[src/sv/sha256_byte_stream_hasher_unit_defines.svh]
// assertion macros for the sha-256 byte stream hasher
// used by the top level; expects clk and rst in scope
`ifndef SHA256_BYTE_STREAM_HASHER_UNIT_DEFINES_SVH
`define SHA256_BYTE_STREAM_HASHER_UNIT_DEFINES_SVH

// same-cycle implication, off during reset
`define SHABSH_ASSERT_NOW(label, ante, cons, msg) \
  label: assert property (@(posedge clk) disable iff (rst) (ante) |-> (cons)) else $error(msg);

// next-cycle implication, off during reset
`define SHABSH_ASSERT_NEXT(label, ante, cons, msg) \
  label: assert property (@(posedge clk) disable iff (rst) (ante) |=> (cons)) else $error(msg);

`endif

[src/sv/shabsh_pkg.sv]
// shared types, constants and round functions for the sha-256 hasher
// no dependencies
`default_nettype none

package shabsh_pkg;

  // control from the byte sequencer to the compression core
  typedef struct packed {
    logic load;   // shift one assembled word into the schedule window
    logic start;  // begin the 64 rounds on the window
    logic init;   // return chaining words to the initial values
  } core_ctl_t;

  // status back from the compression core
  typedef struct packed {
    logic busy;
    logic done;   // final add cycle, chaining words update at this edge
  } core_stat_t;

  localparam logic [7:0] PAD_BYTE      = 8'h80;
  localparam logic [5:0] PAD_END       = 6'd56;
  localparam logic [5:0] LAST_FILL     = 6'd63;
  localparam logic [5:0] LAST_ROUND    = 6'd63;
  localparam logic [2:0] LAST_WORD_IDX = 3'd7;

  // initial hash values
  function automatic logic [31:0] init_word(input logic [2:0] idx);
    logic [31:0] r;
    unique case (idx)
      3'd0: r = 32'h6a09e667;
      3'd1: r = 32'hbb67ae85;
      3'd2: r = 32'h3c6ef372;
      3'd3: r = 32'ha54ff53a;
      3'd4: r = 32'h510e527f;
      3'd5: r = 32'h9b05688c;
      3'd6: r = 32'h1f83d9ab;
      3'd7: r = 32'h5be0cd19;
      default: r = 32'h0;
    endcase
    return r;
  endfunction

  // round constants
  function automatic logic [31:0] round_k(input logic [5:0] idx);
    logic [31:0] r;
    unique case (idx)
      6'd0:  r = 32'h428a2f98; 6'd1:  r = 32'h71374491;
      6'd2:  r = 32'hb5c0fbcf; 6'd3:  r = 32'he9b5dba5;
      6'd4:  r = 32'h3956c25b; 6'd5:  r = 32'h59f111f1;
      6'd6:  r = 32'h923f82a4; 6'd7:  r = 32'hab1c5ed5;
      6'd8:  r = 32'hd807aa98; 6'd9:  r = 32'h12835b01;
      6'd10: r = 32'h243185be; 6'd11: r = 32'h550c7dc3;
      6'd12: r = 32'h72be5d74; 6'd13: r = 32'h80deb1fe;
      6'd14: r = 32'h9bdc06a7; 6'd15: r = 32'hc19bf174;
      6'd16: r = 32'he49b69c1; 6'd17: r = 32'hefbe4786;
      6'd18: r = 32'h0fc19dc6; 6'd19: r = 32'h240ca1cc;
      6'd20: r = 32'h2de92c6f; 6'd21: r = 32'h4a7484aa;
      6'd22: r = 32'h5cb0a9dc; 6'd23: r = 32'h76f988da;
      6'd24: r = 32'h983e5152; 6'd25: r = 32'ha831c66d;
      6'd26: r = 32'hb00327c8; 6'd27: r = 32'hbf597fc7;
      6'd28: r = 32'hc6e00bf3; 6'd29: r = 32'hd5a79147;
      6'd30: r = 32'h06ca6351; 6'd31: r = 32'h14292967;
      6'd32: r = 32'h27b70a85; 6'd33: r = 32'h2e1b2138;
      6'd34: r = 32'h4d2c6dfc; 6'd35: r = 32'h53380d13;
      6'd36: r = 32'h650a7354; 6'd37: r = 32'h766a0abb;
      6'd38: r = 32'h81c2c92e; 6'd39: r = 32'h92722c85;
      6'd40: r = 32'ha2bfe8a1; 6'd41: r = 32'ha81a664b;
      6'd42: r = 32'hc24b8b70; 6'd43: r = 32'hc76c51a3;
      6'd44: r = 32'hd192e819; 6'd45: r = 32'hd6990624;
      6'd46: r = 32'hf40e3585; 6'd47: r = 32'h106aa070;
      6'd48: r = 32'h19a4c116; 6'd49: r = 32'h1e376c08;
      6'd50: r = 32'h2748774c; 6'd51: r = 32'h34b0bcb5;
      6'd52: r = 32'h391c0cb3; 6'd53: r = 32'h4ed8aa4a;
      6'd54: r = 32'h5b9cca4f; 6'd55: r = 32'h682e6ff3;
      6'd56: r = 32'h748f82ee; 6'd57: r = 32'h78a5636f;
      6'd58: r = 32'h84c87814; 6'd59: r = 32'h8cc70208;
      6'd60: r = 32'h90befffa; 6'd61: r = 32'ha4506ceb;
      6'd62: r = 32'hbef9a3f7; 6'd63: r = 32'hc67178f2;
      default: r = 32'h0;
    endcase
    return r;
  endfunction

  // big sigma on a
  function automatic logic [31:0] bsig0(input logic [31:0] x);
    return {x[1:0], x[31:2]} ^ {x[12:0], x[31:13]} ^ {x[21:0], x[31:22]};
  endfunction

  // big sigma on e
  function automatic logic [31:0] bsig1(input logic [31:0] x);
    return {x[5:0], x[31:6]} ^ {x[10:0], x[31:11]} ^ {x[24:0], x[31:25]};
  endfunction

  // small sigmas for the message schedule
  function automatic logic [31:0] ssig0(input logic [31:0] x);
    return {x[6:0], x[31:7]} ^ {x[17:0], x[31:18]} ^ {3'b000, x[31:3]};
  endfunction

  function automatic logic [31:0] ssig1(input logic [31:0] x);
    return {x[16:0], x[31:17]} ^ {x[18:0], x[31:19]} ^ {10'b0, x[31:10]};
  endfunction

endpackage

`default_nettype wire

[src/sv/shabsh_core.sv]
// iterative sha-256 compression core: one round per cycle on a shared round unit
// holds the chaining words and the 16-word schedule window; uses shabsh_pkg
`default_nettype none

module shabsh_core (
  input  wire logic                   clk,
  input  wire logic                   rst,
  input  wire shabsh_pkg::core_ctl_t  ctl,
  input  wire logic [31:0]            word_in,
  input  wire logic [2:0]             rd_idx,
  output logic [31:0]                 rd_word,
  output shabsh_pkg::core_stat_t      stat
);

  typedef enum logic [1:0] {C_IDLE, C_ROUND, C_ADD} cstate_t;

  cstate_t     cstate;
  logic [31:0] chain [8];
  logic [31:0] v     [8];
  logic [31:0] w     [16];
  logic [5:0]  rnd;

  logic [31:0] t1, t2, ch, maj, w_next;

  // round unit and schedule expansion
  always_comb begin
    ch     = (v[4] & v[5]) ^ (~v[4] & v[6]);
    maj    = (v[0] & v[1]) ^ (v[0] & v[2]) ^ (v[1] & v[2]);
    t1     = v[7] + shabsh_pkg::bsig1(v[4]) + ch + shabsh_pkg::round_k(rnd) + w[0];
    t2     = shabsh_pkg::bsig0(v[0]) + maj;
    w_next = w[0] + shabsh_pkg::ssig0(w[1]) + w[9] + shabsh_pkg::ssig1(w[14]);
  end

  // digest read port
  assign rd_word   = chain[rd_idx];
  assign stat.busy = (cstate != C_IDLE);
  assign stat.done = (cstate == C_ADD);

  // sequencer, working variables, window and chaining words
  always_ff @(posedge clk) begin
    // schedule window shifts on a word load or on every round
    if (ctl.load || cstate == C_ROUND) begin
      for (int i = 0; i < 15; i++) begin
        w[i] <= w[i + 1];
      end
      w[15] <= ctl.load ? word_in : w_next;
    end

    if (rst) begin
      cstate <= C_IDLE;
      rnd    <= '0;
      for (int i = 0; i < 8; i++) begin
        chain[i] <= shabsh_pkg::init_word(3'(i));
      end
    end else begin
      unique case (cstate)
        C_IDLE: begin
          if (ctl.start) begin
            for (int i = 0; i < 8; i++) begin
              v[i] <= chain[i];
            end
            rnd    <= '0;
            cstate <= C_ROUND;
          end
        end
        C_ROUND: begin
          v[7] <= v[6];
          v[6] <= v[5];
          v[5] <= v[4];
          v[4] <= v[3] + t1;
          v[3] <= v[2];
          v[2] <= v[1];
          v[1] <= v[0];
          v[0] <= t1 + t2;
          rnd  <= rnd + 6'd1;
          if (rnd == shabsh_pkg::LAST_ROUND) begin
            cstate <= C_ADD;
          end
        end
        C_ADD: begin
          for (int i = 0; i < 8; i++) begin
            chain[i] <= chain[i] + v[i];
          end
          cstate <= C_IDLE;
        end
        default: cstate <= C_IDLE;
      endcase
      // a new message starts from the initial values
      if (ctl.init) begin
        for (int i = 0; i < 8; i++) begin
          chain[i] <= shabsh_pkg::init_word(3'(i));
        end
      end
    end
  end

endmodule

`default_nettype wire

[src/sv/sha256_byte_stream_hasher_unit.sv]
// sha-256 byte stream hasher: absorb takes one byte; a block-ending byte is then compressed
// (accept, 64 rounds on the shared round unit, final add). finish pushes up to 72 pad and
// length bytes one per cycle outside compressions, with a turn state at byte 56, waits for
// each compression (one or two), then loads the digest words one per cycle as output frees up.
// input stall is high from a finish or block-ending byte until that work is done.
// synchronous reset returns all control state and chaining words to initial values.
`default_nettype none
`include "sha256_byte_stream_hasher_unit_defines.svh"

module sha256_byte_stream_hasher_unit (
  input  wire logic        clk,
  input  wire logic        rst,
  input  wire logic        in_valid,
  output logic             in_stall,
  input  wire logic        mode,
  input  wire logic [7:0]  data_byte,
  output logic             out_valid,
  input  wire logic        out_stall,
  output logic [31:0]      digest_word,
  output logic [2:0]       word_index,
  output logic             last_word
);

  typedef enum logic [2:0] {S_IDLE, S_PAD0, S_ZERO, S_LEN, S_COMP, S_OUT} state_t;

  state_t      state;
  state_t      ret_state;
  logic [5:0]  fill;
  logic [23:0] acc;
  logic [63:0] byte_count;
  logic [63:0] len_bits;
  logic [2:0]  out_idx;

  logic                   push_en;
  logic [7:0]             push_byte;
  logic                   out_load;
  logic [31:0]            rd_word;
  shabsh_pkg::core_ctl_t  core_ctl;
  shabsh_pkg::core_stat_t core_stat;

  // byte source: message byte, pad marker, zero fill or length
  always_comb begin
    push_en   = 1'b0;
    push_byte = 8'h00;
    unique case (state)
      S_IDLE: begin
        push_en   = in_valid && !mode;
        push_byte = data_byte;
      end
      S_PAD0: begin
        push_en   = 1'b1;
        push_byte = shabsh_pkg::PAD_BYTE;
      end
      S_ZERO: push_en = (fill != shabsh_pkg::PAD_END);
      S_LEN: begin
        push_en   = 1'b1;
        push_byte = len_bits[63:56];
      end
      default: push_en = 1'b0;
    endcase
  end

  assign in_stall = (state != S_IDLE);
  assign out_load = (state == S_OUT) && (!out_valid || !out_stall);

  // core control
  always_comb begin
    core_ctl.load  = push_en && (fill[1:0] == 2'b11);
    core_ctl.start = push_en && (fill == shabsh_pkg::LAST_FILL);
    core_ctl.init  = out_load && (out_idx == shabsh_pkg::LAST_WORD_IDX);
  end

  shabsh_core u_core (
    .clk     (clk),
    .rst     (rst),
    .ctl     (core_ctl),
    .word_in ({acc, push_byte}),
    .rd_idx  (out_idx),
    .rd_word (rd_word),
    .stat    (core_stat)
  );

  // sequencer, byte assembly and output register
  always_ff @(posedge clk) begin
    if (push_en) begin
      acc <= {acc[15:0], push_byte};
    end
    if (rst) begin
      state      <= S_IDLE;
      ret_state  <= S_IDLE;
      fill       <= '0;
      byte_count <= '0;
      out_idx    <= '0;
      out_valid  <= 1'b0;
    end else begin
      if (push_en) begin
        fill <= fill + 6'd1;
      end
      // output register holds until taken, refills on a load
      if (out_load) begin
        out_valid <= 1'b1;
      end else if (!out_stall) begin
        out_valid <= 1'b0;
      end
      unique case (state)
        S_IDLE: begin
          if (in_valid) begin
            if (!mode) begin
              byte_count <= byte_count + 64'd1;
              if (fill == shabsh_pkg::LAST_FILL) begin
                state     <= S_COMP;
                ret_state <= S_IDLE;
              end
            end else begin
              len_bits <= {byte_count[60:0], 3'b000};
              state    <= S_PAD0;
            end
          end
        end
        S_PAD0: begin
          state <= (fill == shabsh_pkg::LAST_FILL) ? S_COMP : S_ZERO;
          ret_state <= S_ZERO;
        end
        S_ZERO: begin
          if (fill == shabsh_pkg::PAD_END) begin
            state <= S_LEN;
          end else if (fill == shabsh_pkg::LAST_FILL) begin
            state     <= S_COMP;
            ret_state <= S_ZERO;
          end
        end
        S_LEN: begin
          len_bits <= {len_bits[55:0], 8'h00};
          if (fill == shabsh_pkg::LAST_FILL) begin
            state     <= S_COMP;
            ret_state <= S_OUT;
          end
        end
        S_COMP: begin
          if (core_stat.done) begin
            state <= ret_state;
          end
        end
        S_OUT: begin
          if (out_load) begin
            digest_word <= rd_word;
            word_index  <= out_idx;
            last_word   <= (out_idx == shabsh_pkg::LAST_WORD_IDX);
            out_idx     <= out_idx + 3'd1;
            if (out_idx == shabsh_pkg::LAST_WORD_IDX) begin
              state      <= S_IDLE;
              byte_count <= '0;
            end
          end
        end
        default: state <= S_IDLE;
      endcase
    end
  end

  // checks
  `SHABSH_ASSERT_NOW(a_ready_core_idle, !in_stall, !core_stat.busy, "request taken while core busy")
  `SHABSH_ASSERT_NOW(a_done_in_comp, core_stat.done, state == S_COMP, "core finished outside wait")
  `SHABSH_ASSERT_NOW(a_last_index, out_valid && last_word, word_index == shabsh_pkg::LAST_WORD_IDX, "last mark on wrong word")
  `SHABSH_ASSERT_NEXT(a_word_order, out_valid && !out_stall && !last_word, out_valid && word_index == $past(word_index) + 3'd1, "digest words out of order")

endmodule

`default_nettype wire
[config.mk]
export PLATFORM = sky130hd
export DESIGN_NAME = sha256_byte_stream_hasher_unit
export DESIGN_NICKNAME = d
export VERILOG_FILES = /design/src/sv/shabsh_pkg.sv /design/src/sv/shabsh_core.sv /design/src/sv/sha256_byte_stream_hasher_unit.sv
export VERILOG_INCLUDE_DIRS = /design/src /design/src/sv
export SDC_FILE = /design/constraint.sdc
export NUM_CORES = 2
export LEC_CHECK = 0
export ABC_AREA = 1
export BUFFER_PORTS_ARGS = -buffer_cell sky130_fd_sc_hd__buf_2
export CORE_UTILIZATION = 52
export CTS_BUF_LIST = sky130_fd_sc_hd__clkbuf_16
export CTS_CLUSTER_DIAMETER = 150
export DETAILED_ROUTE_END_ITERATION = 8
export PLACE_DENSITY = 0.65
export SETUP_SLACK_MARGIN = 0.4
export SYNTH_ARGS = -nofsm -noshare
export SYNTH_HDL_FRONTEND = slang
export SYNTH_HIERARCHICAL = 1
export SYNTH_SLANG_ARGS = --single-unit
[constraint.sdc]
create_clock -name clk -period 19.3 [get_ports clk]
set_input_delay 3.86 -clock clk [delete_from_list [all_inputs] [get_ports clk]]
set_output_delay 3.86 -clock clk [all_outputs]
set_load 0.01 [all_outputs]
======== Word level (Yosys, flattened, before mapping) ========
Memories as Yosys holds them, arrays and structs flattened. A register that Yosys moved wholly into a read port is not among the register bits.
Cells that the tools add are included.
operators by class
  multiplexer cells ....................... 101
  bitwise gates (word level) .............. 42
  reductions and logical operators ........ 26
  equality and inequality tests ........... 26
  add/sub/neg operators ................... 22
operator list
  kind                                           count
  two-way mux 32 bit                             49
  adder 32 bit                                   18
  two-way mux 64 bit                             6
  bitwise XOR 32 bit                             9
  case mux 64 bit (2 select lines)               2
  bitwise AND 32 bit                             5
  adder 64 x 1 -> 64 bit, second input constant  1
  two-way mux 3 bit                              14
  NOT 32 bit                                     1
  bitwise XOR 32 x 22 -> 32 bit                  1
  bitwise XOR 32 x 29 -> 32 bit                  1
  bitwise OR 1 bit                               24
  case mux 8 bit (3 select lines)                1
  != test 2 bit, second input constant           11
  two-way mux 1 bit                              19
  equality test 6 bit, second input constant     3
  two-way mux 6 bit                              3
  case mux 3 bit (6 select lines)                1
  adder 6 x 1 -> 6 bit, second input constant    2
  case mux 3 bit (4 select lines)                1
  case mux 6 bit (2 select lines)                1
  equality test 3 bit, second input constant     3
  AND reduction 4 bit                            2
  AND reduction 7 bit                            1
  23 further kinds                               38
storage, ports and cells
  input bits .............................. 13
  memories kept ........................... 4
  memory bits (read-only) ................. 2048
  memory bits (writable) .................. 1024
  output and inout bits ................... 38
  word-level logic and storage cells ...... 233
  bits in registers ....................... 180
memories
  memory            words  width  read ports  clocked after memory_dff  write ports  line               RTL
  (name not given)  64     32     1           1                         0            shabsh_pkg.sv:46   unique case (idx)
  u_core.w          16     32     16          0                         16           shabsh_core.sv:20  logic [31:0] w [16];
  u_core.chain      8      32     9           1                         8            shabsh_core.sv:18  logic [31:0] chain [8];
  u_core.v          8      32     8           0                         8            shabsh_core.sv:19  logic [31:0] v [8];

======== Depth between registers and ports, before layout ========
  depth after elaboration ................. 9
  gate-level depth with buffers ........... 38
  gate-level depth less buffers ........... 37

======== Hierarchy ========
Netlist, hierarchy kept.
by module, submodules not included
  module                          instances  cells each  area each (sq um)  seq. area each (sq um)
  shabsh_core                     1          8413        71013.1            30269.0
  sha256_byte_stream_hasher_unit  1          1055        8922.3             5154.9

======== Worst setup path before layout ========
OpenSTA, ideal clock, no wires.
  path type ............................... in2reg
  start ................................... in mode
  end ..................................... mem u_core.w[0][0] (enable)
  library setup time ...................... 3635 ps
  arrival time ............................ 13652 ps
  path slack .............................. 2013 ps
  buffers on the path ..................... 2
  data required time ...................... 15665 ps
  cell stages on the path ................. 10
  cell sequence ........................... nand3b_1 > nor2_1 > inv_2 > nand3_2 > inv_2 > nor2_2 > clkbuf_1 > inv_1 > clkbuf_1 > nand2_1
RTL lines
  element             line                                  RTL
  start: declaration  sha256_byte_stream_hasher_unit.sv:15  input wire logic mode,
  end: declaration    shabsh_core.sv:20

==> results.py <==
metrics = {
    "status": {
        "status": "completed",
    },
    "floorplan": {
        "die_x_um": 394,
        "core_um2": 152000,
        "die_h_um": 394,
        "dieArea_um2": 155000,
        "row_count": 143,
        "ios": 51,
        "initial_core_util_pct": 52.5,
    },
    "sta": {
        "max_slew_margin_pct": 22.3,
        "hold_viol": 0,
        "finalMaxSlewViolations": 0,
        "max_freq_ghz": 0.122,
        "fin_ws_ns": 11.12,
        "fin_tns_setup_ns": 0,
        "period_share_pct": 42.4,
        "setup-violations-final": 0,
        "period_needed_ns": 8.18,
        "fin_worst_skew_ns": 0.0888,
        "rsz0062_at_grt": "false",
        "max_slew.worst_pin.slew_ns": 1.16,
    },
    "cts": {
        "clkTransAtPathRegs_ns": 0.06,
        "cts_hold_buffers": 0,
        "insertion_delay_ns": 0.86,
        "cts_buffers": 142,
        "ctsHtreeMaxLevel": 4,
        "cts_resized": 0,
        "cts_buffer_depth": 3,
        "cts_tree": "built",
        "cts_sinks": 1261,
        "post_cts_buffers": 0,
        "root_buffer": "clkbuf_16",
    },
    "power_and_ir_drop": {
        "p_per_area_nw_per_um2": 73.2,
        "switchingPower_mw": 1.69,
        "combPwrFrac_pct": 9.2,
        "clkPwrFrac_pct": 43.4,
        "seqPwrFrac_pct": 47.4,
        "p_leak_nw": 35.8,
        "internal_power_mw": 4.67,
        "netSwitchingFraction_pct": 26.5,
        "ir_drop_mv": 0.0919,
    },
    "drt": {
        "vias_per_cell": 6.03,
        "routed_wl_mm": 302,
        "drtAntennaViolNets": 0,
        "firstDrtPassIters": 6,
        "drt_iter0_markers": 8533,
        "drc_errors": 0,
        "wl_per_cell_um": 26.1,
        "num_vias": 69700,
    },
    "yosys": {
        "ys_top_cells_by_count": "2,082 x nand2_1, 1,185 x inv_1, 1,017 x edfxtp_1, 884 x o21ai_0, 745 x nor2_1",
        "seq_area_frac_synth_pct": 44.3,
        "synth_top_cell_by_area": "edfxtp_1",
        "ys.flop_type": "edfxtp_1",
        "yosys.area.top_type_share_pct": 38.2,
        "yosysWarnings": 6,
        "syn_inst": 9468,
        "yosysMostFrequentCell": "nand2_1",
        "synth-async-reset-ratio_pct": 0,
        "synth_edf_count": 1017,
        "syn_area_um2": 79900,
        "synth.net_count": 10100,
        "ys_types": 62,
        "ys_ff_latch": 1261,
        "synthTopCellsByArea": "edfxtp_1 38%, nand2_1 9.8%, ha_1 6.2%",
        "syn_area_per_cell_um2": 8.44,
    },
    "global_route": {
        "globalRouteOverflowTotal": 0,
        "grt_first_pass_wirelength_mm": 434,
        "antenna_found_initial": 5,
        "grt_max_degree": 206,
        "grtUsageTotal_pct": 38.1,
        "grt_pass1_vias": 64700,
    },
    "hold_path": {
        "holdCritStartpoint": "u_core/w[1][224]",
        "hp-class": "reg -> reg",
    },
    "placed_design": {
        "gp_congestion": 1.06,
        "io_buffers": 50,
        "dp_slack_ns": 10.30,
        "post-dp-hpwl_mm": 232,
    },
    "layout": {
        "fin_nets": 10000,
        "syn2layout_area_growth_pct": 8.63,
        "final_core_util_pct": 57.0,
        "layout-drive-gt1-share_pct": 4.52,
    },
    "worst_setup_path": {
        "cp.required_ns": 19.73,
        "critPathArrivalTime_ns": 8.62,
        "cp-end-kind": "flop",
        "crit_type": "in -> reg",
        "critPathMaxFanout": 90,
        "start_kind": "input port",
        "crit_start": "mode",
        "r2r_start": "u_core/v[0][140]",
    },
    "flow_run": {
        "maxCapViolCount": 0,
    },
}
==> state kept, by name, summed over array words and instances, names as in the netlist, named ones only <==
name           cells
last_word          1
word_index         3
u_core/cstate      2
out_idx            3
ret_state          2
state              3
u_core/rnd         6
byte_count        61
u_core/v         256
acc               24
out_valid          1
len_bits          61
digest_word       32
u_core/w         512
u_core/chain     256
fill               6
==> worst paths after layout <==
kind | to | slack (ns) | depth (start not counted)
setup / recovery | u_core/w[1][176] | 11.12 | 13
hold / removal | u_core/w[1][192] | 0.39 | 0
setup reg to reg | u_core/v[0][31] | 11.26 | 32
hold reg to reg | u_core/w[1][192] | 0.39 | 0
==> cell families (layout without fill, tap and decap cells) <==
kind of cell             count (synthesis)  count (layout)  synth area share (%)
multiplexers                             9               9                 0.113
AND/OR/NAND/NOR                       3727            3727                  19.5
buffers and inverters                 1504            1573                  7.17
adder cells (fa/ha/maj)                591             591                  11.1
other                                    0               2                     0
flip-flops                            1261            1261                  44.3
XOR/XNOR                               378             378                  4.14
AO/OA/AOI/OAI                         1998            1998                  13.7
==> per-stage QoR <==
stage / std cells / instance area [µm²] / total power [mW] / hold slack (ns)
after floorplan: 9468 / 79900 / 3.44 / 0.400
after global placement: 11300 / 82100 / 3.63 / 0.400
after detailed placement: 11300 / 82100 / 3.63 / 0.405
after CTS: 11600 / 86800 / 6.38 / 0.386
after global routing: 11600 / 86800 / 6.55 / 0.382
final: 11600 / 86800 / 6.36 / 0.390
==> layout make-up <==
type | count | area [µm²]
antenna | 2 | 5.00
clock buffer | 142 | 3550
clock inverter | 120 | 1220
fill | 14000 | 65400
inverter | 1204 | 4530
multi-input combinational | 6703 | 38900
sequential | 1261 | 35400
tap | 2030 | 2540
timing repair buffer | 107 | 691
==> metal layers <==
| metal | vias to the layer above | part of all wire, % | track usage, % | routed length [µm] |
|---|---|---|---|---|
| met5 | - | 0.014 | 0 | 42 |
| met4 | 6 | 4.7 | 16.0 | 14200 |
| met3 | 573 | 12 | 10.7 | 35200 |
| met2 | 3814 | 42 | 55.1 | 127000 |
| met1 | 33500 | 42 | 53.6 | 126000 |
| li1 | 31800 | - | - | - |
==> power by group through the flow <==
stage          Sequential [mW]  Clock (mW)  Combinational (mW)
2_1_floorplan             3.06           0               0.379
3_3_place_gp              3.06           0               0.563
3_5_place_dp              3.07           0               0.566
4_1_cts                   3.01        2.80               0.570
5_1_grt                   3.01        2.90               0.638
6_report                  3.01        2.76               0.586
==> cells in the final DEF (no fill, tap or decap), types with 68 or more instances in the layout <==
cell type	netlist	final
inv_1	1185	1210
nor2_1	745	738
o21ai_0	884	884
xor2_1	202	202
xnor2_1	176	176
edfxtp_1	1017	1017
fa_1	195	195
ha_1	394	394
nand2_1	2082	2078
a21oi_1	704	703
nand4_1	128	128
a31oi_1	68	68
dfxtp_1	244	241
clkbuf_16	0	142
nand3_1	536	535
nor3_1	85	85
==> worst max-delay path, cell delays in order <==
cell	delay [ns]
buf_2	0.11
nand3b_1	0.18
nor2_1	0.20
inv_2	0.07
nand3_2	0.52
inv_2	0.15
nor2_2	0.11
buf_4	0.36
inv_1	0.09
buf_4	0.25
nand2_4	0.67
buf_4	0.99
buf_4	0.90
No activity file was read; power rests on OpenSTA's default activity.
